<file path="config.mk">
export PLATFORM = sky130hd
export DESIGN_NAME = task_control_table
export DESIGN_NICKNAME = d
export VERILOG_FILES = /design/src/design/tct_pkg.sv /design/src/design/task_control_table.sv /design/src/design/tct_front.sv /design/src/design/tct_back.sv
export SDC_FILE = /design/constraint.sdc
export NUM_CORES = 2
export LEC_CHECK = 0
export BUFFER_PORTS_ARGS = -buffer_cell sky130_fd_sc_hd__buf_4
export CORE_MARGIN = 1
export CORE_UTILIZATION = 68
export DETAILED_ROUTE_END_ITERATION = 8
export PLACE_DENSITY = 0.86
export SLEW_MARGIN = 10
export SYNTH_ARGS = -nofsm -noshare
export SYNTH_HDL_FRONTEND = slang
export SYNTH_SLANG_ARGS = --single-unit
</file>
<file path="constraint.sdc">
create_clock -name clock -period 10.52 [get_ports clock]
set_clock_uncertainty 0.15 [all_clocks]
set_input_delay 1.052 -clock clock [delete_from_list [all_inputs] [get_ports clock]]
set_output_delay 1.052 -clock clock [all_outputs]
set_load 0.05 [all_outputs]
</file>
<file path="src/design/tct_pkg.sv">
// shared types and codes for the task control table
package tct_pkg;

   typedef enum logic [2:0] {
      CMD_TICK     = 3'd0,
      CMD_CREATE   = 3'd1,
      CMD_DELETE   = 3'd2,
      CMD_DELAY    = 3'd3,
      CMD_SUSPEND  = 3'd4,
      CMD_RESUME   = 3'd5,
      CMD_SET_PRIO = 3'd6,
      CMD_QUERY    = 3'd7
   } cmd_type;

   localparam logic [1:0] ST_CLEARED   = 2'd0;
   localparam logic [1:0] ST_READY     = 2'd1;
   localparam logic [1:0] ST_SLEEPING  = 2'd2;
   localparam logic [1:0] ST_SUSPENDED = 2'd3;

   localparam logic [1:0] STATUS_OK        = 2'd0;
   localparam logic [1:0] STATUS_LIMIT     = 2'd1;
   localparam logic [1:0] STATUS_BAD_PRIO  = 2'd2;

   // one queued command as seen by the back end
   typedef struct packed {
      cmd_type     command;
      logic [3:0]  task_slot;
      logic [7:0]  priority_req;
      logic [31:0] delay_count;
   } cmd_entry_type;

endpackage

</file>
<file path="src/design/task_control_table.sv">
// task control table: top level
// slot commands pass through the idle, done and output states; tick and create pass through idle, scan and output
// the back end takes a new command only once the previous reply has left, and scans one slot a cycle
// a two-entry queue takes items while the back end is busy
// reset (synchronous, active high) clears every slot and sets the next id to one
module task_control_table #(
   parameter int MAX_TASKS    = 16,
   parameter int MAX_PRIORITY = 31,
   parameter int DELAY_WIDTH  = 32,
   parameter int ID_WIDTH     = 16
) (
   input  logic        clock,
   input  logic        reset,
   input  logic        req_valid,
   output logic        req_stall,
   input  logic [2:0]  req_command,
   input  logic [3:0]  req_task_slot,
   input  logic [7:0]  req_priority_req,
   input  logic [31:0] req_delay_count,
   output logic        rsp_valid,
   input  logic        rsp_stall,
   output logic [1:0]  rsp_status,
   output logic [3:0]  rsp_result_slot,
   output logic [15:0] rsp_task_id,
   output logic [1:0]  rsp_task_state,
   output logic [7:0]  rsp_task_priority
);
   tct_pkg::cmd_entry_type req_entry, q_entry;
   logic q_valid, q_take;

   assign req_entry.command = tct_pkg::cmd_type'(req_command);
   assign req_entry.task_slot = req_task_slot;
   assign req_entry.priority_req = req_priority_req;
   assign req_entry.delay_count = req_delay_count;

   tct_front #(.DEPTH(2)) u_front (
      .clock, .reset, .req_valid, .req_stall, .req_entry,
      .q_valid, .q_take, .q_entry
   );

   tct_back #(
      .MAX_TASKS(MAX_TASKS), .MAX_PRIORITY(MAX_PRIORITY),
      .DELAY_WIDTH(DELAY_WIDTH), .ID_WIDTH(ID_WIDTH)
   ) u_back (
      .clock, .reset, .q_valid, .q_take, .q_entry,
      .rsp_valid, .rsp_stall, .rsp_status, .rsp_result_slot,
      .rsp_task_id, .rsp_task_state, .rsp_task_priority
   );
endmodule

</file>
<file path="src/design/tct_front.sv">
// front end: accepts commands into a short queue
module tct_front #(
   parameter int DEPTH = 2
) (
   input  logic                   clock,
   input  logic                   reset,
   input  logic                   req_valid,
   output logic                   req_stall,
   input  tct_pkg::cmd_entry_type req_entry,
   output logic                   q_valid,
   input  logic                   q_take,
   output tct_pkg::cmd_entry_type q_entry
);
   localparam int AW = (DEPTH > 1) ? $clog2(DEPTH) : 1;

   tct_pkg::cmd_entry_type mem_ff [DEPTH];
   logic [AW-1:0] wr_ff, wr_in, rd_ff, rd_in;
   logic [AW:0]   cnt_ff, cnt_in;
   logic push, pop;

   assign req_stall = (cnt_ff == (AW+1)'(DEPTH));
   assign push = req_valid && !req_stall;
   assign q_valid = (cnt_ff != '0);
   assign pop = q_valid && q_take;
   assign q_entry = mem_ff[rd_ff];

   // pointer and count update
   always_comb begin
      wr_in = wr_ff;
      rd_in = rd_ff;
      if (push) wr_in = (wr_ff == AW'(DEPTH-1)) ? '0 : wr_ff + 1'b1;
      if (pop)  rd_in = (rd_ff == AW'(DEPTH-1)) ? '0 : rd_ff + 1'b1;
      cnt_in = cnt_ff + (AW+1)'(push) - (AW+1)'(pop);
   end

   always_ff @(posedge clock) begin
      if (reset) begin
         wr_ff <= '0;
         rd_ff <= '0;
         cnt_ff <= '0;
      end else begin
         wr_ff <= wr_in;
         rd_ff <= rd_in;
         cnt_ff <= cnt_in;
      end
   end

   // queue storage
   always_ff @(posedge clock) begin
      if (push) mem_ff[wr_ff] <= req_entry;
   end

`ifndef SYNTHESIS
   a_no_overflow: assert property (@(posedge clock) disable iff (reset)
      cnt_ff <= (AW+1)'(DEPTH)) else $error("queue overflow");
   a_pop_nonempty: assert property (@(posedge clock) disable iff (reset)
      pop |-> cnt_ff != '0) else $error("pop of empty queue");
   a_count_step: assert property (@(posedge clock) disable iff (reset)
      (push && !pop) |=> cnt_ff == $past(cnt_ff) + 1'b1) else $error("count slip");
`endif
endmodule

</file>
<file path="src/design/tct_back.sv">
// back end: executes commands against the slot table, one slot a cycle for scans
module tct_back #(
   parameter int MAX_TASKS    = 16,
   parameter int MAX_PRIORITY = 31,
   parameter int DELAY_WIDTH  = 32,
   parameter int ID_WIDTH     = 16
) (
   input  logic                   clock,
   input  logic                   reset,
   input  logic                   q_valid,
   output logic                   q_take,
   input  tct_pkg::cmd_entry_type q_entry,
   output logic                   rsp_valid,
   input  logic                   rsp_stall,
   output logic [1:0]             rsp_status,
   output logic [3:0]             rsp_result_slot,
   output logic [15:0]            rsp_task_id,
   output logic [1:0]             rsp_task_state,
   output logic [7:0]             rsp_task_priority
);
   localparam int SW = (MAX_TASKS > 1) ? $clog2(MAX_TASKS) : 1;

   typedef enum logic [3:0] {
      S_IDLE = 4'b0001,
      S_SCAN = 4'b0010,
      S_DONE = 4'b0100,
      S_OUT  = 4'b1000
   } state_type;

   state_type st_ff, st_in;
   logic [MAX_TASKS-1:0]   used_ff;
   logic [1:0]             state_ff [MAX_TASKS];
   logic [DELAY_WIDTH-1:0] delay_ff [MAX_TASKS];
   logic [7:0]             prio_ff  [MAX_TASKS];
   logic [ID_WIDTH-1:0]    id_ff    [MAX_TASKS];
   logic [ID_WIDTH-1:0]    next_id_ff;
   tct_pkg::cmd_entry_type cmd_ff;
   logic [SW-1:0]          idx_ff;
   logic [SW:0]            full_slot;
   logic                   inrange;
   logic [1:0]             stat_ff;
   logic [3:0]             rslot_ff;
   logic [15:0]            rid_ff;
   logic [1:0]             rst_ff;
   logic [7:0]             rprio_ff;
   logic                   last;

   assign full_slot = (SW+1)'(cmd_ff.task_slot);
   assign inrange = (SW+1+4)'(cmd_ff.task_slot) < (SW+1+4)'(MAX_TASKS);
   assign last = (idx_ff == SW'(MAX_TASKS-1));
   assign q_take = (st_ff == S_IDLE) && q_valid;
   assign rsp_valid = (st_ff == S_OUT);
   assign rsp_status = stat_ff;
   assign rsp_result_slot = rslot_ff;
   assign rsp_task_id = rid_ff;
   assign rsp_task_state = rst_ff;
   assign rsp_task_priority = rprio_ff;

   // sequencer
   always_comb begin
      st_in = st_ff;
      unique case (st_ff)
         S_IDLE: if (q_valid) begin
            st_in = (q_entry.command == tct_pkg::CMD_TICK ||
                     q_entry.command == tct_pkg::CMD_CREATE) ? S_SCAN : S_DONE;
         end
         S_SCAN: begin
            if (cmd_ff.command == tct_pkg::CMD_CREATE && !used_ff[idx_ff]) st_in = S_OUT;
            else if (last) st_in = (cmd_ff.command == tct_pkg::CMD_CREATE) ? S_OUT : S_OUT;
         end
         S_DONE: st_in = S_OUT;
         S_OUT: if (!rsp_stall) st_in = S_IDLE;
         default: st_in = S_IDLE;
      endcase
   end

   always_ff @(posedge clock) begin
      if (reset) st_ff <= S_IDLE;
      else st_ff <= st_in;
   end

   // table and result datapath
   always_ff @(posedge clock) begin
      if (reset) begin
         used_ff <= '0;
         next_id_ff <= ID_WIDTH'(1);
         for (int i = 0; i < MAX_TASKS; i++) begin
            state_ff[i] <= tct_pkg::ST_CLEARED;
            delay_ff[i] <= '0;
            prio_ff[i] <= '0;
            id_ff[i] <= '0;
         end
      end else begin
         unique case (st_ff)
            S_IDLE: begin
               cmd_ff <= q_entry;
               idx_ff <= '0;
               stat_ff <= tct_pkg::STATUS_OK;
               rslot_ff <= '0;
               rid_ff <= '0;
               rst_ff <= '0;
               rprio_ff <= '0;
            end
            S_SCAN: begin
               if (cmd_ff.command == tct_pkg::CMD_TICK) begin
                  if (used_ff[idx_ff] && state_ff[idx_ff] == tct_pkg::ST_SLEEPING &&
                      delay_ff[idx_ff] != '0) begin
                     delay_ff[idx_ff] <= delay_ff[idx_ff] - 1'b1;
                     if (delay_ff[idx_ff] == DELAY_WIDTH'(1))
                        state_ff[idx_ff] <= tct_pkg::ST_READY;
                  end
               end else if (!used_ff[idx_ff]) begin
                  used_ff[idx_ff] <= 1'b1;
                  id_ff[idx_ff] <= next_id_ff;
                  next_id_ff <= next_id_ff + 1'b1;
                  prio_ff[idx_ff] <= cmd_ff.priority_req;
                  state_ff[idx_ff] <= tct_pkg::ST_READY;
                  delay_ff[idx_ff] <= '0;
                  rslot_ff <= 4'(idx_ff);
                  rid_ff <= 16'(next_id_ff);
                  rst_ff <= tct_pkg::ST_READY;
                  rprio_ff <= cmd_ff.priority_req;
               end else if (last) begin
                  stat_ff <= tct_pkg::STATUS_LIMIT;
               end
               if (!last) idx_ff <= idx_ff + 1'b1;
            end
            S_DONE: begin
               rslot_ff <= cmd_ff.task_slot;
               if (inrange) begin : exec
                  logic [SW-1:0] s;
                  logic [1:0] ns;
                  logic [7:0] np;
                  logic bad;
                  s = SW'(full_slot);
                  ns = state_ff[s];
                  np = prio_ff[s];
                  bad = 1'b0;
                  case (cmd_ff.command)
                     tct_pkg::CMD_DELETE: begin
                        used_ff[s] <= 1'b0;
                        delay_ff[s] <= '0;
                        id_ff[s] <= '0;
                        ns = tct_pkg::ST_CLEARED;
                        np = '0;
                     end
                     tct_pkg::CMD_DELAY: if (used_ff[s]) begin
                        delay_ff[s] <= DELAY_WIDTH'(cmd_ff.delay_count);
                        ns = tct_pkg::ST_SLEEPING;
                     end
                     tct_pkg::CMD_SUSPEND: if (used_ff[s]) ns = tct_pkg::ST_SUSPENDED;
                     tct_pkg::CMD_RESUME:
                        if (used_ff[s] && ns == tct_pkg::ST_SUSPENDED) ns = tct_pkg::ST_READY;
                     tct_pkg::CMD_SET_PRIO: if (used_ff[s]) begin
                        if (32'(cmd_ff.priority_req) > 32'(MAX_PRIORITY)) bad = 1'b1;
                        else np = cmd_ff.priority_req;
                     end
                     default: ;
                  endcase
                  state_ff[s] <= ns;
                  prio_ff[s] <= np;
                  stat_ff <= bad ? tct_pkg::STATUS_BAD_PRIO : tct_pkg::STATUS_OK;
                  rst_ff <= ns;
                  rprio_ff <= np;
                  rid_ff <= (cmd_ff.command == tct_pkg::CMD_DELETE) ? '0 : 16'(id_ff[s]);
               end
            end
            S_OUT: ;
            default: ;
         endcase
      end
   end

`ifndef SYNTHESIS
   a_take_idle: assert property (@(posedge clock) disable iff (reset)
      q_take |=> st_ff != S_IDLE) else $error("take while busy");
   a_hold: assert property (@(posedge clock) disable iff (reset)
      (rsp_valid && rsp_stall) |=> rsp_valid && $stable(rsp_status) && $stable(rid_ff))
      else $error("result changed under stall");
   a_onehot: assert property (@(posedge clock) disable iff (reset)
      $onehot(st_ff)) else $error("state not one-hot");
`endif
endmodule

</file>
=== Word-level counts from Yosys, hierarchy flattened ===
Memory sizes are Yosys's and may differ from the RTL's. A register that Yosys moved wholly into a read port is not among the register bits.
Cells that the tools add are included.

* Add/subtract/negate cells: 7
* $lt $le $gt $ge: 5
* Eq/ne operators: 25
* Muxes and demuxes: 122
* Bitwise operators: 9
* Reductions and logical operators: 34

{| class="wikitable"
|+ Operators by type and width
! kind !! count
|-
| $mux 16 || 8
|-
| $mux 32 || 4
|-
| $mux 4 || 20
|-
| $mux 8 || 8
|-
| $reduce_or 32->1 || 2
|-
| $mux 1 || 53
|-
| $pmux 16 s3 || 1
|-
| $eq 32x1->1 const B || 1
|-
| $pmux 16 s2 || 1
|-
| $reduce_bool 32->1 || 1
|-
| $reduce_or 16->1 || 2
|-
| $sub 32x1->32 const B || 1
|-
| $mux 2 || 14
|-
| $pmux 8 s3 || 1
|-
| $add 16x1->16 const B || 1
|-
| $and 16x16->16 || 1
|-
| $not 16->16 || 1
|-
| $or 16x16->16 || 1
|-
| $pmux 4 s4 || 1
|-
| $pmux 8 s2 || 1
|-
| $reduce_or 8->1 || 2
|-
| $pmux 2 s3 || 2
|-
| $pmux 4 s3 || 1
|-
| $lt 4x5->1 const B || 2
|-
| 35 further kinds || 72
|}

* Register bits: 123
* Bits in writable memories: 1022
* Input bits: 51
* Output and inout bits: 34
* Logic and storage cells: 223
* Memories: 5

{| class="wikitable"
|+ Memories
! name !! words !! width !! read ports !! clocked after memory_dff !! wr ports !! RTL line !! source
|-
| u_back.delay_ff || 16 || 32 || 1 || 1 || 16 || tct_back.sv:33 || <nowiki>logic [DELAY_WIDTH-1:0] delay_ff [MAX_TASKS];</nowiki>
|-
| u_back.id_ff || 16 || 16 || 1 || 1 || 16 || tct_back.sv:35 || <nowiki>logic [ID_WIDTH-1:0] id_ff [MAX_TASKS];</nowiki>
|-
| u_back.prio_ff || 16 || 8 || 1 || 1 || 16 || tct_back.sv:34 || <nowiki>logic [7:0] prio_ff [MAX_TASKS];</nowiki>
|-
| u_front.mem_ff || 2 || 47 || 1 || 1 || 1 || tct_front.sv:16 || <nowiki>tct_pkg::cmd_entry_type mem_ff [DEPTH];</nowiki>
|-
| u_back.state_ff || 16 || 2 || 2 || 2 || 16 || tct_back.sv:32 || <nowiki>logic [1:0] state_ff [MAX_TASKS];</nowiki>
|}

=== Logic depth before layout (Yosys ltp) ===
* Depth after elaboration: 13
* Mapped depth: 19
* Gate-level depth less buffers: 9

=== By module ===
From an unflattened synthesis, not the netlist that was laid out.

* Cell total of the unflattened synthesis: 3555
* Area, all modules: 50633.6 µm²

{| class="wikitable"
|+ By module, submodules not included
! module !! times used !! cells each !! area an instance (µm²) !! seq. area each (µm²)
|-
| tct_back || 1 || 3382 || 47000.1 || 31240.0
|-
| tct_front || 1 || 173 || 3633.5 || 2922.8
|}

=== Worst setup path after synthesis ===
No wires, ideal clock.

* Kind: register -> register
* Start: register u_back.idx_ff[0]
* End: memory u_back.delay_ff[10][0] (enable)
* Setup time: 0.394 ns
* Data arrival time: 4.095 ns
* Data required time: 9.976 ns
* Slack: 5.881 ns
* Cell stages (with the launch flop): 12
* Path buffers: 5
* Period minus slack after synthesis: 4.639 ns
* Cells stage by stage: edfxtp_1 > clkbuf_1 > mux4_2 > mux4_2 > or2_0 > clkbuf_1 > o21ai_1 > buf_2 > buf_1 > buf_2 > o21ai_4 > nand2b_1

{| class="wikitable"
|+ RTL lines
! what !! RTL line !! source
|-
| from (decl) || tct_back.sv:38 || <nowiki>logic [SW-1:0] idx_ff;</nowiki>
|-
| from (signal assigned) || tct_back.sv:126 || <nowiki>if (!last) idx_ff <= idx_ff + 1'b1;</nowiki>
|-
| to (decl) || tct_back.sv:33 ||
|}

==> summary.txt <==
Outcome
  • Status: finished, violations left
  • Violated checks: design-rule violations

Global route
  • GRT Max-Usage Layer: met2
  • Met1 usage: 0.4750
  • Wire length of the first global-routing pass: 196300 um
  • Met2 Use GR: 0.5493
  • Total Routing Usage GR: 0.3468
  • M3 GR Usage: 0.08926
  • Initial antenna violation count: 2
  • GRT overflow: 0
  • Largest net degree at the start of global routing: 69
  • Vias in the first global route: 31510

Final layout
  • Fillers: 4032
  • Commonest non-fill, non-tap cells in the layout: edfxtp_1, nor2_1, mux4_2, buf_4, nand2_1
  • Final design utilization: 0.7500
  • Layout area overhead: 8.833%
  • Layout cells sized above 1: 0.1905
  • Leading cell type in the layout, fill and taps excluded: edfxtp_1
  • Finished Layout Cells: 4619
  • Nets: 3617

Die
  • Die width: 277.1 um
  • Total core area: 74700 um^2
  • Initial Utilization: 0.6891
  • DIE AREA: 76800 um^2
  • Height of the die: 277.1 um
  • Ports: 85
  • Site row count: 100

Clock tree
  • Hold_buf cts: 0
  • Post-CTS setup buffers: 0
  • Root Driver: clkbuf_16
  • Post-cts resize count: 0
  • CTS clk-pin slew, worst paths: 70 ps
  • TritonCTS buffer count: 109
  • H-tree levels: 3
  • Clock buffer depth: 3
  • CTS Sinks: 1154
  • TritonCTS clock tree: built
  • Clock latency on the worst-skew pair: 710 ps

Logic synthesis
  • Post-synth cell types: 80
  • Synth async-reset ratio: 0
  • Post-synth EDFFs: 1105
  • Syn Nets: 3640
  • Predominant post-synthesis flop cell: edfxtp_1
  • Cell Area, Synth: 51470 um^2
  • Seq/Total Area, Yosys: 0.6637
  • Register bit total from synthesis: 1154
  • Number of warnings issued by yosys: 0
  • Mapped Cells: 3579
  • Syn_area_per_cell: 14.38 um^2

Drt
  • WL final: 133100 um
  • Initial drt markers: 5533
  • Via density: 7.058
  • Drc violations: 2
  • Vias after detailed routing: 32600
  • DR WL/cell: 28.81 um
  • Final ANT Viol Nets: 0
  • Drt pass-1 iters: 9

STA
  • F_max: 145.3 MHz
  • # setup viols final: 0
  • Max-slew headroom: 0.1232
  • Period utilization: 0.6541
  • Final slew viol count: 0
  • Fin Setup TNS: 0 ps
  • Slew at the pin closest to its max-slew limit: 1315 ps
  • RSZ-0062 raised after global routing: no
  • Final hold viol count: 0
  • Tmin final: 6881 ps

Critical path
  • Critical path class: register to register
  • Reg2Reg Depth: 10
  • CP max FO: 34
  • Setup crit end: u_back.delay_ff[10][18]
  • R2R setup slack: 3640 ps
  • Worst Setup Start Kind: register
  • Critical Path RT: 10570 ps
  • Data arrival time of the critical path: 6930 ps
  • Worst r2r dst: u_back.delay_ff[10][18]
  • Crit. End Element: register

Place
  • RD Place Congestion: 0.9799
  • Dpl hpwl: 80430 um
  • PortBufs: 84
  • Post-Place Cells: 4414

Pwr
  • Leak pwr: 0.01894 uW
  • Power Dens Cells: 247.7 nW/um^2
  • Pwr Total: 13880 uW
  • VDD IR max: 0.2350 mV

Min path
  • Hold WC Path Type: register to register
  • HP Start: u_front.rd_ff

Flow run
  • Max-cap violations: 0
critical path, stage by stage, from the launching register on:
cell,delay (ps)
dfxtp_4,790
buf_4,650
mux4_2,600
a22oi_1,440
nand2_1,190
or4_1,700
nor4_1,560
a41oi_4,180
buf_4,310
o21ai_4,910
nand2b_2,820
kinds of logic (layout without fill, tap and decap cells):
logic type | Yosys count | after routing | synth area share
other | 0 | 1 | 0
xor gates and xnor gates | 27 | 27 | 0.004594
buffers and inverters | 304 | 374 | 0.03182
and+or+nand+nor | 1403 | 1403 | 0.1164
AOI/OAI and AO/OA | 315 | 315 | 0.04774
muxes | 366 | 366 | 0.1333
DFF | 1154 | 1154 | 0.6637
adders and majority gates | 10 | 10 | 0.002431
Yosys cell counts, types with 47 or more instances:
master    count  area (um^2)
nand2_1     131        491.7
dfxtp_1      49        980.9
a21oi_1      51        255.2
buf_2        55        275.3
edfxtp_1   1105        33180
nor2b_1      47        294.0
mux2i_1      59        590.6
nand2b_1     56        350.3
nor2_1     1016         3814
mux4_2      234         5270
clkbuf_1    136        510.5
mux2_2       61        686.9
final cells by class:
class                      count  area, um^2  share of cell area
timing repair buffer         142        1079             0.01925
tap                          969        1212             0.02164
multi-input combinational   2121       15870              0.2833
clock inverter                56       589.3             0.01052
sequential                  1154       34190              0.6103
inverter                      28       105.1            0.001876
antenna                        1       2.502          0.00004467
clock buffer                 148        2974             0.05309
layer usage:
layer,vias to the layer above,wire length [um]
met1,16020,45530
met3,406,19520
met5,-,17
met2,2902,63480
li1,13280,-
met4,2,4537
registers in the layout, indices dropped and copies added (netlist names), 4 cells and up, named ones only:
register	flops
u_back.delay_ff	512
u_back.id_ff	256
u_back.cmd_ff	47
u_back.state_ff	32
u_back.next_id_ff	16
u_back.rsp_task_priority	8
u_back.rsp_result_slot	4
u_front.mem_ff	94
u_back.st_ff	4
u_back.rsp_task_id	16
u_back.used_ff	16
u_back.prio_ff	128
u_back.idx_ff	4
power by group:
group / switching, uW / internal (uW)
clock: 1740 / 2190
sequential: 369 / 5400
combinational: 2680 / 1490
total: 4800 / 9080
metrics by stage:
stage / setup WS, ps / hold slack (ps) / area, um^2
after floorplan: 5881 / 328.7 / 51470
after global placement: 3891 / 346.4 / 52450
after detailed placement: 3822 / 359.3 / 52450
after CTS: 3717 / 360.5 / 56010
after global routing: 3375 / 369.8 / 56020
final: 3639 / 374.8 / 56020
worst min-delay path by stage:
stage                                  endpoint  slack (ps)  cells after the start
final                                  register         370                      2
after global routing      u_front.mem_ff[1][29]         370                      1
after CTS                 u_front.mem_ff[1][40]         360                      1
after detailed placement          u_front.rd_ff         360                      2
after global placement            u_front.rd_ff         350                      2
after floorplan            u_back.next_id_ff[1]         330                      2
No activity file was read; power rests on OpenSTA's default activity.
